==> src/hdl/ipv4_l4_header_extractor_unit_defines.svh <==
// ----------------------------------------------------------------------------
// Assertion macros shared by the header extractor modules.
// Each macro expects signals named clk and rst_n in the using module.
// ----------------------------------------------------------------------------
`ifndef IPV4_L4_HEADER_EXTRACTOR_UNIT_DEFINES_SVH
`define IPV4_L4_HEADER_EXTRACTOR_UNIT_DEFINES_SVH

// Consequent checked in the same cycle as the antecedent.
`define L4HX_ASSERT_SAME(lbl, ante, cons, msg) \
  lbl: assert property (@(posedge clk) disable iff (!rst_n) (ante) |-> (cons)) \
    else $error(msg);

// Consequent checked in the cycle after the antecedent.
`define L4HX_ASSERT_NEXT(lbl, ante, cons, msg) \
  lbl: assert property (@(posedge clk) disable iff (!rst_n) (ante) |=> (cons)) \
    else $error(msg);

`endif

==> src/hdl/l4hx_pkg.sv <==
// ----------------------------------------------------------------------------
// l4hx_pkg
// Constants and controller/datapath interface types of the header extractor.
// ----------------------------------------------------------------------------
`default_nettype none

package l4hx_pkg;

  // Frame layout.
  localparam int MAC_HEADER_BYTES = 14;
  localparam int IP_OFS_PROTO     = 9;
  localparam int IP_OFS_SRC       = 12;
  localparam int IP_OFS_DST       = 16;
  localparam int IP_MIN_BYTES     = 20;
  localparam int L4_MIN_BYTES     = 20;
  localparam int PAYLOAD_SKIP     = 8;
  localparam int SNIPPET_BYTES_DEF = 50;

  localparam int POS_W      = 16;
  localparam int SNIP_IDX_W = 6;

  localparam logic [7:0] PROTO_TCP = 8'd6;
  localparam logic [7:0] PROTO_UDP = 8'd17;

  // Commands from the controller to the datapath.
  typedef struct packed {
    logic take;       // frame byte transfer
    logic frame_end;  // the transfer carries the final byte
    logic rd_issue;   // read the snippet store at the emit index
    logic snip_load;  // load the snippet result into the output register
  } l4hx_cmd_t;

  // Status from the datapath to the controller.
  typedef struct packed {
    logic out_free;   // output register can take a result this cycle
    logic snip_none;  // the frame ending now emits no snippet bytes
    logic snip_last;  // the current emit index is the final snippet byte
  } l4hx_sts_t;

endpackage

`default_nettype wire

==> src/hdl/ipv4_l4_header_extractor_unit.sv <==
// ----------------------------------------------------------------------------
// ipv4_l4_header_extractor_unit
// Parses IPv4 and TCP/UDP header fields from a byte stream of Ethernet frames.
// ----------------------------------------------------------------------------
//  Channel  Direction  Handshake         Contents
//  in_      input      in_valid/stall    one frame byte, last flag, wire length
//  out_     output     out_valid/stall   frame summary, then snippet bytes
//
//  Frame bytes are taken one per cycle while the output register is free
//  and no snippet is being emitted. After the final byte the summary is
//  loaded at once; each snippet byte then passes through a snippet RAM
//  read and an output load, with the input stalled until the final load.
//  Reset clears the frame capture and the controller; the snippet RAM needs
//  no clearing since only entries written in the current frame are read.
// ----------------------------------------------------------------------------
`default_nettype none

module ipv4_l4_header_extractor_unit #(
  parameter int SNIPPET_BYTES = l4hx_pkg::SNIPPET_BYTES_DEF
) (
  input  wire logic        clk,
  input  wire logic        rst_n,
  input  wire logic        in_valid,
  output logic             in_stall,
  input  wire logic [7:0]  in_data_byte,
  input  wire logic        in_last_byte,
  input  wire logic [15:0] in_wire_length,
  output logic             out_valid,
  input  wire logic        out_stall,
  output logic             out_is_summary,
  output logic             out_accepted,
  output logic             out_transport_kind,
  output logic [31:0]      out_source_address,
  output logic [31:0]      out_dest_address,
  output logic [15:0]      out_source_port,
  output logic [15:0]      out_dest_port,
  output logic [15:0]      out_frame_length,
  output logic [7:0]       out_snippet_byte,
  output logic [5:0]       out_snippet_index,
  output logic             out_last_result
);

  l4hx_pkg::l4hx_cmd_t cmd;
  l4hx_pkg::l4hx_sts_t sts;

  l4hx_ctrl u_ctrl (
    .clk          (clk),
    .rst_n        (rst_n),
    .in_valid     (in_valid),
    .in_last_byte (in_last_byte),
    .in_stall     (in_stall),
    .sts          (sts),
    .cmd          (cmd)
  );

  l4hx_dpath #(
    .SNIPPET_BYTES (SNIPPET_BYTES)
  ) u_dpath (
    .clk                (clk),
    .rst_n              (rst_n),
    .cmd                (cmd),
    .sts                (sts),
    .in_data_byte       (in_data_byte),
    .in_wire_length     (in_wire_length),
    .out_valid          (out_valid),
    .out_stall          (out_stall),
    .out_is_summary     (out_is_summary),
    .out_accepted       (out_accepted),
    .out_transport_kind (out_transport_kind),
    .out_source_address (out_source_address),
    .out_dest_address   (out_dest_address),
    .out_source_port    (out_source_port),
    .out_dest_port      (out_dest_port),
    .out_frame_length   (out_frame_length),
    .out_snippet_byte   (out_snippet_byte),
    .out_snippet_index  (out_snippet_index),
    .out_last_result    (out_last_result)
  );

endmodule

`default_nettype wire

==> src/hdl/l4hx_ram.sv <==
// ----------------------------------------------------------------------------
// l4hx_ram
// Generic single write port, single read port RAM with registered read data.
// ----------------------------------------------------------------------------
`default_nettype none

module l4hx_ram #(
  parameter int WIDTH = 8,
  parameter int DEPTH = 50,
  localparam int ADDR_W = (DEPTH > 1) ? $clog2(DEPTH) : 1
) (
  input  wire logic              clk,
  input  wire logic              wr_en,
  input  wire logic [ADDR_W-1:0] wr_addr,
  input  wire logic [WIDTH-1:0]  wr_data,
  input  wire logic              rd_en,
  input  wire logic [ADDR_W-1:0] rd_addr,
  output logic      [WIDTH-1:0]  rd_data
);

  logic [WIDTH-1:0] mem_r [DEPTH];

  always_ff @(posedge clk) begin
    if (wr_en) begin
      mem_r[wr_addr] <= wr_data;
    end
    if (rd_en) begin
      rd_data <= mem_r[rd_addr];
    end
  end

endmodule

`default_nettype wire

==> src/hdl/l4hx_dpath.sv <==
// ----------------------------------------------------------------------------
// l4hx_dpath
// Header field capture, snippet store, acceptance checks and result register.
// ----------------------------------------------------------------------------
`default_nettype none
`include "ipv4_l4_header_extractor_unit_defines.svh"

module l4hx_dpath #(
  parameter int SNIPPET_BYTES = l4hx_pkg::SNIPPET_BYTES_DEF
) (
  input  wire logic                  clk,
  input  wire logic                  rst_n,
  input  wire l4hx_pkg::l4hx_cmd_t   cmd,
  output l4hx_pkg::l4hx_sts_t        sts,
  input  wire logic [7:0]            in_data_byte,
  input  wire logic [15:0]           in_wire_length,
  output logic                       out_valid,
  input  wire logic                  out_stall,
  output logic                       out_is_summary,
  output logic                       out_accepted,
  output logic                       out_transport_kind,
  output logic [31:0]                out_source_address,
  output logic [31:0]                out_dest_address,
  output logic [15:0]                out_source_port,
  output logic [15:0]                out_dest_port,
  output logic [15:0]                out_frame_length,
  output logic [7:0]                 out_snippet_byte,
  output logic [5:0]                 out_snippet_index,
  output logic                       out_last_result
);

  localparam int POS_W  = l4hx_pkg::POS_W;
  localparam int FILL_W = $clog2(SNIPPET_BYTES + 1);
  localparam int ADDR_W = (SNIPPET_BYTES > 1) ? $clog2(SNIPPET_BYTES) : 1;

  localparam logic [POS_W-1:0] IP_OFS  = POS_W'(l4hx_pkg::MAC_HEADER_BYTES);
  localparam logic [POS_W-1:0] POS_MAX = '1;
  localparam logic [FILL_W-1:0] FILL_MAX = FILL_W'(SNIPPET_BYTES);

  // Frame capture registers.
  logic [POS_W-1:0]  pos_r, pos_nxt;
  logic [3:0]        hw_r, hw_nxt;
  logic [7:0]        proto_r, proto_nxt;
  logic [31:0]       src_r, src_nxt;
  logic [31:0]       dst_r, dst_nxt;
  logic [15:0]       sport_r, sport_nxt;
  logic [15:0]       dport_r, dport_nxt;
  logic [FILL_W-1:0] fill_r, fill_nxt;

  // Snippet emission counters.
  logic [FILL_W-1:0] cnt_r, cnt_nxt;
  logic [FILL_W-1:0] k_r, k_nxt;

  // Output register.
  logic        out_valid_r, out_valid_nxt;
  logic        is_sum_r, acc_r, kind_r, last_r;
  logic [31:0] osrc_r, odst_r;
  logic [15:0] osport_r, odport_r, olen_r;
  logic [7:0]  obyte_r;
  logic [5:0]  oidx_r;

  // Per-byte decode.
  logic [3:0]       ihl;
  logic [POS_W-1:0] t_ofs, s_ofs, s_end, caplen;
  logic             snip_wr;
  logic [FILL_W-1:0] fill_new;
  logic [7:0]       proto_new;
  logic [31:0]      src_new, dst_new;
  logic [15:0]      sport_new, dport_new;
  logic             frame_ok;
  logic [FILL_W-1:0] cnt_new;
  logic [7:0]       ram_rdata;

  always_comb begin
    ihl   = (pos_r == IP_OFS) ? in_data_byte[3:0] : hw_r;
    t_ofs = IP_OFS + {{(POS_W-6){1'b0}}, ihl, 2'b00};
    s_ofs = t_ofs + POS_W'(l4hx_pkg::PAYLOAD_SKIP);
    s_end = s_ofs + POS_W'(SNIPPET_BYTES);

    snip_wr  = cmd.take && (pos_r >= s_ofs) && (pos_r < s_end) && (fill_r < FILL_MAX);
    fill_new = fill_r + FILL_W'(snip_wr);

    proto_new = proto_r;
    if (cmd.take && pos_r == IP_OFS + POS_W'(l4hx_pkg::IP_OFS_PROTO)) begin
      proto_new = in_data_byte;
    end

    src_new = src_r;
    dst_new = dst_r;
    for (int i = 0; i < 4; i++) begin
      if (cmd.take && pos_r == IP_OFS + POS_W'(l4hx_pkg::IP_OFS_SRC + i)) begin
        src_new[31-8*i -: 8] = in_data_byte;
      end
      if (cmd.take && pos_r == IP_OFS + POS_W'(l4hx_pkg::IP_OFS_DST + i)) begin
        dst_new[31-8*i -: 8] = in_data_byte;
      end
    end

    sport_new = sport_r;
    dport_new = dport_r;
    if (cmd.take && pos_r == t_ofs) begin
      sport_new[15:8] = in_data_byte;
    end
    if (cmd.take && pos_r == t_ofs + POS_W'(1)) begin
      sport_new[7:0] = in_data_byte;
    end
    if (cmd.take && pos_r == t_ofs + POS_W'(2)) begin
      dport_new[15:8] = in_data_byte;
    end
    if (cmd.take && pos_r == t_ofs + POS_W'(3)) begin
      dport_new[7:0] = in_data_byte;
    end

    caplen   = (pos_r != POS_MAX) ? pos_r + POS_W'(1) : POS_MAX;
    frame_ok = ((proto_new == l4hx_pkg::PROTO_TCP) || (proto_new == l4hx_pkg::PROTO_UDP))
            && (caplen >= IP_OFS + POS_W'(l4hx_pkg::IP_MIN_BYTES))
            && (caplen >= t_ofs)
            && (caplen >= t_ofs + POS_W'(l4hx_pkg::L4_MIN_BYTES));
    cnt_new  = frame_ok ? fill_new : '0;
  end

  // Frame state: updated on each byte transfer, cleared after the final one.
  always_comb begin
    pos_nxt   = pos_r;
    hw_nxt    = hw_r;
    proto_nxt = proto_r;
    src_nxt   = src_r;
    dst_nxt   = dst_r;
    sport_nxt = sport_r;
    dport_nxt = dport_r;
    fill_nxt  = fill_r;
    cnt_nxt   = cnt_r;
    k_nxt     = k_r;
    if (cmd.frame_end) begin
      pos_nxt   = '0;
      hw_nxt    = '0;
      proto_nxt = '0;
      src_nxt   = '0;
      dst_nxt   = '0;
      sport_nxt = '0;
      dport_nxt = '0;
      fill_nxt  = '0;
      cnt_nxt   = cnt_new;
      k_nxt     = '0;
    end else if (cmd.take) begin
      pos_nxt   = (pos_r != POS_MAX) ? pos_r + POS_W'(1) : POS_MAX;
      hw_nxt    = ihl;
      proto_nxt = proto_new;
      src_nxt   = src_new;
      dst_nxt   = dst_new;
      sport_nxt = sport_new;
      dport_nxt = dport_new;
      fill_nxt  = fill_new;
    end else if (cmd.snip_load) begin
      k_nxt = k_r + FILL_W'(1);
    end
  end

  always_ff @(posedge clk) begin
    if (!rst_n) begin
      pos_r   <= '0;
      hw_r    <= '0;
      proto_r <= '0;
      src_r   <= '0;
      dst_r   <= '0;
      sport_r <= '0;
      dport_r <= '0;
      fill_r  <= '0;
      cnt_r   <= '0;
      k_r     <= '0;
    end else begin
      pos_r   <= pos_nxt;
      hw_r    <= hw_nxt;
      proto_r <= proto_nxt;
      src_r   <= src_nxt;
      dst_r   <= dst_nxt;
      sport_r <= sport_nxt;
      dport_r <= dport_nxt;
      fill_r  <= fill_nxt;
      cnt_r   <= cnt_nxt;
      k_r     <= k_nxt;
    end
  end

  l4hx_ram #(
    .WIDTH (8),
    .DEPTH (SNIPPET_BYTES)
  ) u_snip_ram (
    .clk     (clk),
    .wr_en   (snip_wr),
    .wr_addr (fill_r[ADDR_W-1:0]),
    .wr_data (in_data_byte),
    .rd_en   (cmd.rd_issue),
    .rd_addr (k_r[ADDR_W-1:0]),
    .rd_data (ram_rdata)
  );

  // Output register: a new result is loaded only when the old one is gone.
  always_comb begin
    out_valid_nxt = out_valid_r && out_stall;
    if (cmd.frame_end || cmd.snip_load) begin
      out_valid_nxt = 1'b1;
    end
  end

  always_ff @(posedge clk) begin
    if (!rst_n) begin
      out_valid_r <= 1'b0;
    end else begin
      out_valid_r <= out_valid_nxt;
    end
  end

  always_ff @(posedge clk) begin
    if (cmd.frame_end) begin
      is_sum_r <= 1'b1;
      acc_r    <= frame_ok;
      kind_r   <= (proto_new == l4hx_pkg::PROTO_UDP);
      osrc_r   <= src_new;
      odst_r   <= dst_new;
      osport_r <= sport_new;
      odport_r <= dport_new;
      olen_r   <= in_wire_length;
      obyte_r  <= '0;
      oidx_r   <= '0;
      last_r   <= (cnt_new == '0);
    end else if (cmd.snip_load) begin
      is_sum_r <= 1'b0;
      acc_r    <= 1'b1;
      kind_r   <= 1'b0;
      osrc_r   <= '0;
      odst_r   <= '0;
      osport_r <= '0;
      odport_r <= '0;
      olen_r   <= '0;
      obyte_r  <= ram_rdata;
      oidx_r   <= l4hx_pkg::SNIP_IDX_W'(k_r);
      last_r   <= sts.snip_last;
    end
  end

  assign sts.out_free  = !out_valid_r || !out_stall;
  assign sts.snip_none = (cnt_new == '0);
  assign sts.snip_last = (({1'b0, k_r} + (FILL_W+1)'(1)) == {1'b0, cnt_r});

  assign out_valid          = out_valid_r;
  assign out_is_summary     = is_sum_r;
  assign out_accepted       = acc_r;
  assign out_transport_kind = kind_r;
  assign out_source_address = osrc_r;
  assign out_dest_address   = odst_r;
  assign out_source_port    = osport_r;
  assign out_dest_port      = odport_r;
  assign out_frame_length   = olen_r;
  assign out_snippet_byte   = obyte_r;
  assign out_snippet_index  = oidx_r;
  assign out_last_result    = last_r;

  `L4HX_ASSERT_SAME(a_fill_bound, 1'b1, fill_r <= FILL_MAX, "snippet fill beyond store depth")
  `L4HX_ASSERT_SAME(a_emit_in_range, cmd.snip_load, k_r < cnt_r, "snippet emit past count")
  `L4HX_ASSERT_NEXT(a_summary_loaded, cmd.frame_end, out_valid_r && is_sum_r, "summary not loaded")

endmodule

`default_nettype wire

==> src/hdl/l4hx_ctrl.sv <==
// ----------------------------------------------------------------------------
// l4hx_ctrl
// Sequencer: byte intake, then snippet read and emit after a frame with snippet bytes.
// ----------------------------------------------------------------------------
`default_nettype none
`include "ipv4_l4_header_extractor_unit_defines.svh"

module l4hx_ctrl (
  input  wire logic                 clk,
  input  wire logic                 rst_n,
  input  wire logic                 in_valid,
  input  wire logic                 in_last_byte,
  output logic                      in_stall,
  input  wire l4hx_pkg::l4hx_sts_t  sts,
  output l4hx_pkg::l4hx_cmd_t       cmd
);

  localparam logic [1:0] S_RECV = 2'd0;
  localparam logic [1:0] S_READ = 2'd1;
  localparam logic [1:0] S_LOAD = 2'd2;

  logic [1:0] state_r, state_nxt;

  always_comb begin
    state_nxt     = state_r;
    cmd           = '0;
    in_stall      = 1'b1;
    unique case (state_r)
      S_RECV: begin
        in_stall      = !sts.out_free;
        cmd.take      = in_valid && sts.out_free;
        cmd.frame_end = cmd.take && in_last_byte;
        if (cmd.frame_end && !sts.snip_none) begin
          state_nxt = S_READ;
        end
      end
      S_READ: begin
        cmd.rd_issue = 1'b1;
        state_nxt    = S_LOAD;
      end
      S_LOAD: begin
        if (sts.out_free) begin
          cmd.snip_load = 1'b1;
          state_nxt     = sts.snip_last ? S_RECV : S_READ;
        end
      end
      default: begin
        state_nxt = S_RECV;
      end
    endcase
  end

  always_ff @(posedge clk) begin
    if (!rst_n) begin
      state_r <= S_RECV;
    end else begin
      state_r <= state_nxt;
    end
  end

  `L4HX_ASSERT_SAME(a_stall_busy, state_r != S_RECV, in_stall, "byte taken while emitting")
  `L4HX_ASSERT_NEXT(a_read_then_load, cmd.rd_issue, state_r == S_LOAD, "read not followed by load")
  `L4HX_ASSERT_NEXT(a_emit_done, cmd.snip_load && sts.snip_last, state_r == S_RECV, "emit not closed")

endmodule

`default_nettype wire
==> config.mk <==
export PLATFORM = sky130hd
export DESIGN_NAME = ipv4_l4_header_extractor_unit
export DESIGN_NICKNAME = d
export VERILOG_FILES = /design/src/hdl/l4hx_pkg.sv /design/src/hdl/ipv4_l4_header_extractor_unit.sv /design/src/hdl/l4hx_ram.sv /design/src/hdl/l4hx_dpath.sv /design/src/hdl/l4hx_ctrl.sv
export VERILOG_INCLUDE_DIRS = /design/src /design/src/hdl
export SDC_FILE = /design/constraint.sdc
export NUM_CORES = 1
export LEC_CHECK = 0
export ABC_CLOCK_PERIOD_IN_PS = 5800
export BUFFER_PORTS_ARGS = -buffer_cell sky130_fd_sc_hd__clkbuf_2
export CORE_MARGIN = 8
export CORE_UTILIZATION = 50
export DETAILED_ROUTE_END_ITERATION = 8
export PLACE_DENSITY_LB_ADDON = 0.15
export SETUP_SLACK_MARGIN = 0.4
export SKIP_LAST_GASP = 1
export SYNTH_ARGS = -nofsm -noshare
export SYNTH_HDL_FRONTEND = slang
export SYNTH_SLANG_ARGS = --single-unit
==> constraint.sdc <==
create_clock -name clk -period 5.8 [get_ports clk]
set_input_delay 0.29 -clock clk [delete_from_list [all_inputs] [get_ports clk]]
set_output_delay 0.29 -clock clk [all_outputs]
set_load 0.02 [all_outputs]
==> flow_summary.json <==
{
  "result_of_the_run": "finished clean",
  "die-height_um": 253,
  "post-synth-top-area-cell": "sky130_fd_sc_hd__edfxtp_1",
  "gp_congestion": 0.885,
  "cts_tree": "built",
  "critical_path_required_ps": 6250,
  "syn-cell-area_um2": 28200,
  "numClockSinks": 683,
  "fp.coreArea_um2": 56100,
  "nets": 2161,
  "drc": 0,
  "cap_viol_max_count": 0,
  "grt_pass1_wl_um": 101000,
  "synth.yosys.warnings": 0,
  "place_hpwl_um": 43100,
  "wl_per_cell_um": 22.9,
  "ys_async_sr_fraction_pct": 0,
  "max-slew-margin-rel_pct": 14.5,
  "die_w_um": 253,
  "cp.arrival_ps": 5630,
  "drt_first_pass_iters": 5,
  "clock_latency_ps": 600,
  "grt_pass1_vias": 16500,
  "max_clock_freq_ghz": 0.193,
  "hold_violations": 0,
  "totalWireLength_um": 66800,
  "cts.htree.levels": 3,
  "post_synth_most_frequent_cells": "sky130_fd_sc_hd__edfxtp_1 (523), sky130_fd_sc_hd__nor2_1 (189), sky130_fd_sc_hd__nand2_1 (166)",
  "ys_seq_area_share_pct": 67.2,
  "number_of_cells_traversed_by_the_worst_register_to_register_path": 25,
  "finalSetupViolCount": 0,
  "crit_path_end_kind": "flip-flop",
  "ff2ff_setup_slack_ps": 620,
  "holdPathEnd": "u_dpath.u_snip_ram.mem_r[44][6]",
  "worstPathMaxFanout": 6,
  "drive_above_1_share_pct": 26.6,
  "worst_hold_startpoint": "in_data_byte[6]",
  "timing.hold.worst.class": "in -> reg",
  "worst_hold_path.num_cells": 1,
  "yosys.cell_types.count": 73,
  "cts-buffers-inserted": 72,
  "drt.antenna.violating_nets": 0,
  "antenna_found_initial": 2,
  "ys_top_cells_by_area": "sky130_fd_sc_hd__edfxtp_1 (56%), sky130_fd_sc_hd__dfxtp_1 (11%), sky130_fd_sc_hd__mux4_2 (10%)",
  "global_route.overflow_total": 0,
  "leakagePower_nw": 11.8,
  "timing.critical_path.from_type": "flip-flop",
  "post-route-min-period_ps": 5180,
  "largest_net_degree_at_the_start_of_global_routing": 73,
  "total_power_w": 0.0102,
  "globalRouteTotalUtil_pct": 20.7,
  "crit_path_start": "u_dpath.pos_r[0]",
  "power.ir.vdd_worst_v": 0.000272,
  "detailedRoute.firstIterationViolations": 1299,
  "count_of_state_elements_after_synthesis": 683,
  "numPortBuffers": 160,
  "sum_of_negative_setup_slack_ps": 0,
  "final_core_util_pct": 58.8,
  "post_drt_via_cell_ratio": 5.72,
  "worst-setup-path-type": "reg -> reg",
  "rsz0062_at_grt": "no",
  "leading_cell_type_by_number_of_instances_after_synthesis": "sky130_fd_sc_hd__edfxtp_1",
  "power_density_nw_per_um2": 311,
  "clk_transition_reported_paths_ps": 60,
  "place_worst_setup_slack_ps": 331,
  "setup_slack_ps": 617,
  "drv_slew": 0,
  "num_io_pins": 161,
  "area_growth_pct": 17.0,
  "synth_top_flop_cell": "sky130_fd_sc_hd__edfxtp_1",
  "syn_area_per_cell_um2": 15.1,
  "num_vias": 16600,
  "clock_path_buffers": 3,
  "synth_largest_type_area_fraction_pct": 55.8,
  "die_area_um2": 64200,
  "num_rows": 87,
  "clock-skew-final_ps": 21.1,
  "fillCellCount": 4380,
  "number_of_synthesized_flops_with_an_enable_pin": 523,
  "finalCritPeriodShare_pct": 89.4,
  "r2r-end": "u_dpath.out_last_result",
  "synthCells": 1859,
  "start_util_pct": 50.2,
  "syn_nets": 1923,
  "slew_at_the_pin_closest_to_its_max_slew_limit_ps": 1270,
  "cts_root_buf": "sky130_fd_sc_hd__clkbuf_16",
  "crit-reg2reg-launch": "u_dpath.pos_r[0]"
}
[layout make-up]
class / count / area (um^2) / share of cell area, %
Sequential cell: 683 / 18900 / 57.4
Clock buffer: 102 / 2080 / 6.32
Multi-Input combinational cell: 1029 / 8860 / 26.9
Antenna cell: 1 / 2.50 / 0.00759
Timing Repair Buffer: 287 / 1800 / 5.47
Inverter: 24 / 92.6 / 0.281
Tap cell: 756 / 946 / 2.87
Clock inverter: 29 / 236 / 0.718
[stage by stage]
stage | instance area, um^2 | hold WS (ps) | cells
after global placement | 30200 | 434 | 2746
after detailed placement | 30200 | 447 | 2746
final | 32900 | 83.3 | 2911
after global routing | 32900 | 35.4 | 2910
after floorplan | 28300 | 389 | 1859
after CTS | 32800 | 43.7 | 2896
[cell families (layout without fill, tap and decap cells)]
| kind of cell | Yosys count | count (layout) | share of synthesized area [%] |
|---|---|---|---|
| compound gates | 135 | 135 | 3.08 |
| xor+xnor | 39 | 39 | 1.29 |
| fa+ha+maj | 36 | 36 | 1.59 |
| buf+inv | 147 | 442 | 2.15 |
| flops | 683 | 683 | 67.2 |
| mux | 279 | 279 | 15.7 |
| other cells | 0 | 1 | 0 |
| simple gates | 540 | 540 | 9.02 |
[layout by cell type (no fill, tap or decap), types with 27 or more instances in the layout]
cell type / Yosys / routed
sky130_fd_sc_hd__edfxtp_1: 523 / 523
sky130_fd_sc_hd__nor2_1: 189 / 188
sky130_fd_sc_hd__nand2_1: 166 / 163
sky130_fd_sc_hd__clkbuf_2: 0 / 162
sky130_fd_sc_hd__dfxtp_1: 160 / 155
sky130_fd_sc_hd__mux2i_1: 140 / 138
sky130_fd_sc_hd__mux4_2: 128 / 128
sky130_fd_sc_hd__buf_4: 1 / 107
sky130_fd_sc_hd__clkbuf_16: 0 / 76
sky130_fd_sc_hd__nor3_1: 61 / 60
sky130_fd_sc_hd__a21oi_1: 45 / 44
sky130_fd_sc_hd__ha_1: 35 / 29
sky130_fd_sc_hd__o21ai_0: 29 / 27
[power breakdown]
part / leakage, nW / internal, W / switching (W)
combinational: 4.62 / 0.000140 / 0.000313
clock: 1.15 / 0.00264 / 0.00183
sequential: 6.08 / 0.00529 / 0.0000171
total: 11.8 / 0.00808 / 0.00216
[state kept, by name, summed over array words and instances (netlist names), 8 cells and up]
register	flops
u_dpath.proto_r	8
u_dpath.u_snip_ram.mem_r	400
u_dpath.pos_r	16
u_dpath.out_dest_address	32
u_dpath.out_source_port	16
u_dpath.out_frame_length	16
u_dpath.u_snip_ram.rd_data	8
u_dpath.dst_r	32
u_dpath.out_source_address	32
u_dpath.dport_r	16
u_dpath.out_snippet_byte	8
u_dpath.src_r	32
u_dpath.sport_r	16
u_dpath.out_dest_port	16
[worst max-delay path, cell delays in order, from the launching register on]
cell	delay, ps
sky130_fd_sc_hd__dfxtp_4	370
sky130_fd_sc_hd__inv_4	70
sky130_fd_sc_hd__ha_4	150
sky130_fd_sc_hd__and4b_2	270
sky130_fd_sc_hd__nand4_4	190
sky130_fd_sc_hd__mux2i_4	280
sky130_fd_sc_hd__ha_4	220
sky130_fd_sc_hd__xor2_4	210
sky130_fd_sc_hd__ha_4	200
sky130_fd_sc_hd__xor2_2	190
sky130_fd_sc_hd__or3_4	360
sky130_fd_sc_hd__xor2_1	150
sky130_fd_sc_hd__ha_1	280
sky130_fd_sc_hd__a21o_1	180
sky130_fd_sc_hd__a21oi_2	150
sky130_fd_sc_hd__o21ai_1	90
sky130_fd_sc_hd__a211oi_2	250
sky130_fd_sc_hd__o41ai_4	130
sky130_fd_sc_hd__inv_2	80
sky130_fd_sc_hd__ha_4	130
sky130_fd_sc_hd__and3_4	210
sky130_fd_sc_hd__and3_4	200
sky130_fd_sc_hd__a32oi_1	120
sky130_fd_sc_hd__o41ai_2	380
sky130_fd_sc_hd__nor2_1	70
sky130_fd_sc_hd__a21oi_1	120
[timing repair]
item / in CTS / in global routing
gates cloned: 0 / 0
setup buffers: 2 / 14
hold buffers: 17 / 0
endpoints found under the hold margin: 18 / 0
pin swaps: 3 / 11
resized for setup: 4 / 16
setup endpoints to repair: 2 / 2
[worst max path at each step]
stage,endpoint,slack [ps],cells past startpoint
global placement,u_dpath.out_last_result,380,26
global route,u_dpath.out_last_result,360,27
CTS,u_dpath.out_last_result,410,28
finish,u_dpath.out_last_result,620,25
floorplan,u_dpath.out_last_result,410,29
detailed placement,u_dpath.out_last_result,330,26
[layer usage]
metal / vias to the layer above / routed length, um / part of all wire, % / track usage, %
li1: 7533 / - / - / -
met1: 8497 / 29600 / 44 / 29.3
met2: 515 / 32100 / 48 / 33.4
met3: 96 / 3800 / 5.7 / 3.57
met4: 0 / 1350 / 2.0 / 5.06
met5: - / 0 / 0 / 0
No activity file was read; power rests on OpenSTA's default activity.
